## src/design/assert_macros.svh

```systemverilog
// assertion helpers shared by the rtl files
// each expects signals named clk and rst in scope
`ifndef ASSERT_MACROS_SVH
`define ASSERT_MACROS_SVH

// condition must hold on every clock edge out of reset
`define CHK_ALWAYS(label, cond, msg) \
  label: assert property (@(posedge clk) disable iff (rst) (cond)) else $error(msg);

// when pre holds, post must hold on the same edge
`define CHK_IMPLY(label, pre, post, msg) \
  label: assert property (@(posedge clk) disable iff (rst) (pre) |-> (post)) else $error(msg);

`endif

```

## src/design/srws_pkg.sv

```systemverilog
// ----------------------------------------------------------------------------
// srws_pkg
// Types and constants shared by the sample ring window statistics block.
// ----------------------------------------------------------------------------
`timescale 1ns / 1ps
`default_nettype none

package srws_pkg;

  localparam int SAMPLE_BITS = 16;
  localparam int DEPTH       = 1024;
  localparam int ADDR_BITS   = $clog2(DEPTH);
  localparam int CNT_BITS    = ADDR_BITS + 1;
  localparam int WIN_BITS    = 11;
  localparam int OUT_BITS    = 16;
  localparam int SUM_BITS    = SAMPLE_BITS + ADDR_BITS + 1;
  localparam int SQ_BITS     = 2 * SAMPLE_BITS + ADDR_BITS;
  localparam int D_BITS      = 2 * SAMPLE_BITS + 2 * ADDR_BITS + 2;
  localparam int ROOT_BITS   = D_BITS / 2;
  localparam int DIV_BITS    = (SUM_BITS > ROOT_BITS) ? SUM_BITS : ROOT_BITS;
  localparam int DIV_STEP_BITS = $clog2(DIV_BITS + 1);

  localparam int FQ_DEPTH    = 4;
  localparam int FQ_PTR_BITS = $clog2(FQ_DEPTH);
  localparam int FQ_CNT_BITS = FQ_PTR_BITS + 1;

  typedef enum logic {
    OP_PUSH  = 1'b0,
    OP_QUERY = 1'b1
  } op_e;

  typedef struct packed {
    op_e                            op;
    logic signed [SAMPLE_BITS-1:0]  sample;
    logic        [WIN_BITS-1:0]     win;
  } item_t;

  typedef enum logic [3:0] {
    ST_IDLE,
    ST_WALK,
    ST_DIV_GO,
    ST_DIV_WAIT,
    ST_MUL,
    ST_DIFF,
    ST_SQRT,
    ST_DONE
  } state_e;

  typedef enum logic [1:0] {
    DP_RECENT,
    DP_ALL,
    DP_DEV
  } divp_e;

endpackage

`default_nettype wire

```

## src/design/srws_front.sv

```systemverilog
// ----------------------------------------------------------------------------
// srws_front
// Accepts requests, tags them push or query, and queues them for the engine.
// ----------------------------------------------------------------------------
`timescale 1ns / 1ps
`default_nettype none
`include "assert_macros.svh"

module srws_front
  import srws_pkg::*;
(
  input  wire logic                          clk,
  input  wire logic                          rst,
  input  wire logic                          push,
  output      logic                          full,
  input  wire logic                          operation,
  input  wire logic signed [SAMPLE_BITS-1:0] sample,
  input  wire logic        [WIN_BITS-1:0]    window_length,
  output      item_t                         item,
  output      logic                          avail,
  input  wire logic                          take
);

  item_t                  fq [FQ_DEPTH];
  logic [FQ_PTR_BITS-1:0] wr_ptr;
  logic [FQ_PTR_BITS-1:0] rd_ptr;
  logic [FQ_CNT_BITS-1:0] count;
  logic                   acc;
  logic                   deq;
  item_t                  in_item;

  always_comb begin
    full          = count == FQ_CNT_BITS'(FQ_DEPTH);
    avail         = count != '0;
    acc           = push && !full;
    deq           = take && avail;
    in_item.op    = operation ? OP_QUERY : OP_PUSH;
    in_item.sample = sample;
    in_item.win   = window_length;
    item          = fq[rd_ptr];
  end

  always_ff @(posedge clk) begin
    if (acc) begin
      fq[wr_ptr] <= in_item;
    end
  end

  always_ff @(posedge clk) begin
    if (rst) begin
      wr_ptr <= '0;
      rd_ptr <= '0;
      count  <= '0;
    end else begin
      if (acc) begin
        wr_ptr <= wr_ptr + 1'b1;
      end
      if (deq) begin
        rd_ptr <= rd_ptr + 1'b1;
      end
      count <= count + FQ_CNT_BITS'(acc) - FQ_CNT_BITS'(deq);
    end
  end

  `CHK_ALWAYS(a_fq_bound, count <= FQ_CNT_BITS'(FQ_DEPTH), "request queue overfilled")

endmodule

`default_nettype wire

```

## config.mk

```make
export PLATFORM = sky130hd
export DESIGN_NAME = srws_front
export DESIGN_NICKNAME = d
export VERILOG_FILES = /design/src/design/srws_pkg.sv /design/src/design/srws_front.sv
export VERILOG_INCLUDE_DIRS = /design/src /design/src/design
export SDC_FILE = /design/constraint.sdc
export NUM_CORES = 1
export LEC_CHECK = 0
export ABC_CLOCK_PERIOD_IN_PS = 2800
export BUFFER_PORTS_ARGS = -buffer_cell sky130_fd_sc_hd__buf_2
export CAP_MARGIN = 5
export CORE_ASPECT_RATIO = 0.75
export CORE_MARGIN = 2
export CORE_UTILIZATION = 40
export CTS_BUF_LIST = sky130_fd_sc_hd__clkbuf_2 sky130_fd_sc_hd__clkbuf_4 sky130_fd_sc_hd__clkbuf_8
export CTS_CLUSTER_DIAMETER = 60
export DETAILED_ROUTE_END_ITERATION = 8
export PLACE_DENSITY = 0.6
export SYNTH_ARGS = -nofsm -noshare
export SYNTH_HDL_FRONTEND = slang
export SYNTH_SLANG_ARGS = --single-unit
export TNS_END_PERCENT = 100
```

## constraint.sdc

```tcl
create_clock -name clk -period 2.8 [get_ports clk]
set_clock_uncertainty 0.05 [all_clocks]
set_input_delay 0.56 -clock clk [delete_from_list [all_inputs] [get_ports clk]]
set_output_delay 0.56 -clock clk [all_outputs]
set_load 0.02 [all_outputs]
```

==> impl_metrics.tcl <==
set metrics [dict create \
    run_status "completed" \
    worst_path_dominant_cell_family "flip-flops" \
    worstPathCellList "buf_12, mux4_1, buf_2" \
    hold_end "fq[1][27]$_DFFE_PP_" \
    synth_flop_cell "sky130_fd_sc_hd__edfxtp_1" \
    worstPathArrival_ns 2.02 \
    fin_tns_setup_ns 0 \
    syn_to_final_growth_pct 19.9 \
    synth_edf_count 112 \
    reg2regPathDepth 11 \
    ff2ff_setup_slack_ns 0.62 \
    post_drt_via_cell_ratio 4.93 \
    post_synth_inst_count 195 \
    leakagePower_nw 1.91 \
    power_density_nw_per_um2 930 \
    ys_types 25 \
    switching_power_w 0.00145 \
    cts-resized-gates 0 \
    grt_antenna_before_repair 0 \
    clk_path_buf_depth 2 \
    holdBufCountCts 0 \
    first_global_vias 2188 \
    layout_min_cycle_time_ns 2.63 \
    final_layout_size_suffix_gt1_share_pct 44.1 \
    critical_path.startpoint_type "register" \
    timing.max_cap.violations 0 \
    crit_type "reg -> out" \
    number_of_i_o_port_buffers 61 \
    commonest_cells_post_synth "sky130_fd_sc_hd__edfxtp_1 (112), sky130_fd_sc_hd__mux4_2 (20), sky130_fd_sc_hd__dfxtp_1 (9)" \
    gr-total-overflow 0 \
    grt_start_max_net_pins 29 \
    hpwl_um 4640 \
    synth_largest_area_cell "sky130_fd_sc_hd__edfxtp_1" \
    finish.instance_area_um2 5470 \
    synth_nets 234 \
    dp_slack_ns 0.475 \
    drtIter0Drc 84 \
    post-route-period-util_pct 94.1 \
    cell_depth_of_the_worst_hold_path 1 \
    rsz0062_at_grt "no" \
    clock_power_share_pct 29.2 \
    slew-limit-headroom_pct 70.0 \
    worst-path-buf-inv 2 \
    cts_num_sinks 121 \
    row_count 33 \
    worstPathRequired_ns 2.19 \
    clock_buffer_count_from_cts 17 \
    p_int_w 0.00363 \
    max_stage_delay_ns 0.58 \
    fmax_mhz 380 \
    timing.hold.worst.start "operation" \
    swShare_pct 28.5 \
    grt_pass1_wl_um 12000 \
    min_path_type "in -> reg" \
    critical_path.reg2reg.startpoint "count[1]$_SDFF_PP0_" \
    crit_slowest_cell "sky130_fd_sc_hd__dfxtp_2" \
    netlist.area_leader.share_pct 73.8 \
    ant_nets 0 \
    drt_pre_antenna_iters 4 \
    path_depth 3 \
    worst_skew_pair.late_latency_ns 0.41 \
    fp.coreArea_um2 11000 \
    design.final.nets 316 \
    ys_warn_count 0 \
    synth.area.top_cells "sky130_fd_sc_hd__edfxtp_1 (74%), sky130_fd_sc_hd__mux4_2 (9.9%), sky130_fd_sc_hd__mux4_1 (4.6%)" \
    number_of_levels_the_h_tree_was_split_into 4 \
    critical_path.endpoint_type "output pin" \
    fp.dieArea_um2 12300 \
    clkTransAtPathRegs_ns 0.07 \
    placedInstanceArea_um2 5080 \
    initial_core_util_pct 41.3 \
    seqPwrFrac_pct 45.5 \
    proportion_of_register_bits_with_asynchronous_set_or_reset_after_synthesis_pct 0 \
    ys_seq_area_share_pct 77.7 \
    cts_post_setup_buffers_inserted 0 \
    timing_hold_violations_final 0 \
    clock_root_buffer "sky130_fd_sc_hd__clkbuf_8" \
    timing_worst_slew_pin_value_ns 0.450 \
    routabilityCongestion 0.710 \
    synth_most_common_cell "sky130_fd_sc_hd__edfxtp_1" \
    postSynthAreaPerCell_um2 23.4 \
    setup_ws_ns 0.165 \
    grt.total_usage_pct 13.8 \
    power.total_w 0.00508 \
    rr_endpoint "count[2]$_SDFF_PP0_" \
    crit_path_max_fanout 18 \
    remaining_drc_errors 0 \
    postSynthRegisterBits 121 \
    tritoncts "done" \
    route.vias.total 2122 \
    cell_area_after_synthesis_um2 4560 \
    antenna_cells_inserted 0 \
    comb_power_share_pct 25.3 \
    fp.dieH_um 96.4 \
    timing.final.max_slew_violations 0 \
    io_pins 62 \
    drt-total-wl_um 7600 \
    die-width_um 127 \
    ir_worst_vdd_mv 0.391 \
    setup-violations-final 0 \
    routed_wire_length_per_instance_um 17.7 \
]
sequential cells by signal, summed over array words and instances (netlist names), named ones only:
register / flops
count: 3
fq: 112
wr_ptr: 2
rd_ptr: 2
metrics by stage:
| step | hold WS (ns) | utilization [%] | instances |
|---|---|---|---|
| after detailed placement | 0.466 | 46.1 | 398 |
| after global placement | 0.452 | 46.1 | 398 |
| after floorplan | 0.432 | - | 195 |
| after global routing | 0.287 | 49.6 | 430 |
| after CTS | 0.283 | 49.6 | 430 |
| final | 0.311 | 49.6 | 430 |
logic make-up after synthesis:
kind of cell	after synthesis	synth area share, %
multiplexers	29	14.7
adder cells (fa/ha/maj)	7	2.09
XOR/XNOR	3	0.577
flip-flops	121	77.7
buffers and inverters	13	2.03
AND/OR/NAND/NOR	18	2.25
AO/OA/AOI/OAI	4	0.604
power groups by stage:
stage | Sequential, W | Clock, W | Combinational, W
2_1_floorplan | 0.00230 | 0 | 0.000975
3_3_place_gp | 0.00235 | 0 | 0.00131
3_5_place_dp | 0.00235 | 0 | 0.00131
4_1_cts | 0.00232 | 0.00152 | 0.00131
5_1_grt | 0.00234 | 0.00161 | 0.00140
6_report | 0.00231 | 0.00148 | 0.00129
final cells by class:
cell class / count / area, µm²
clock inverter: 9 / 98.8
sequential: 121 / 3550
fill: 895 / 5560
tap: 140 / 175
inverter: 6 / 22.5
clock buffer: 23 / 285
multi-input combinational: 61 / 927
timing repair buffer: 70 / 410
metal layers:
metal  up-vias  wire (µm)  track usage (%)
met5         -          0                0
met4         0         82             5.49
met3         9        443             5.62
met2        52       3490             21.8
met1      1093       3580             17.2
li1        968          -                -
how the worst max path moves through the flow:
stage | startpoint | to | slack, ns
finish | register | item[27] | 0.17
floorplan | count[1]$_SDFF_PP0_ | count[2]$_SDFF_PP0_ | 0.45
global placement | push | count[2]$_SDFF_PP0_ | 0.52
CTS | register | item[27] | 0.12
detailed placement | push | count[2]$_SDFF_PP0_ | 0.48
global route | register | item[27] | 0.04
placed cells by master (no fill, tap or decap), types with 3 or more instances in the layout:
| master | n |
|---|---|
| sky130_fd_sc_hd__and2_2 | 4 |
| sky130_fd_sc_hd__buf_12 | 3 |
| sky130_fd_sc_hd__buf_2 | 61 |
| sky130_fd_sc_hd__buf_4 | 6 |
| sky130_fd_sc_hd__clkbuf_4 | 5 |
| sky130_fd_sc_hd__clkbuf_8 | 18 |
| sky130_fd_sc_hd__clkinv_2 | 4 |
| sky130_fd_sc_hd__dfxtp_1 | 7 |
| sky130_fd_sc_hd__edfxtp_1 | 112 |
| sky130_fd_sc_hd__ha_1 | 6 |
| sky130_fd_sc_hd__inv_1 | 6 |
| sky130_fd_sc_hd__mux4_1 | 8 |
| sky130_fd_sc_hd__mux4_2 | 20 |
| sky130_fd_sc_hd__nor2_1 | 6 |
Note: power is estimated with default switching activity, not from simulation.
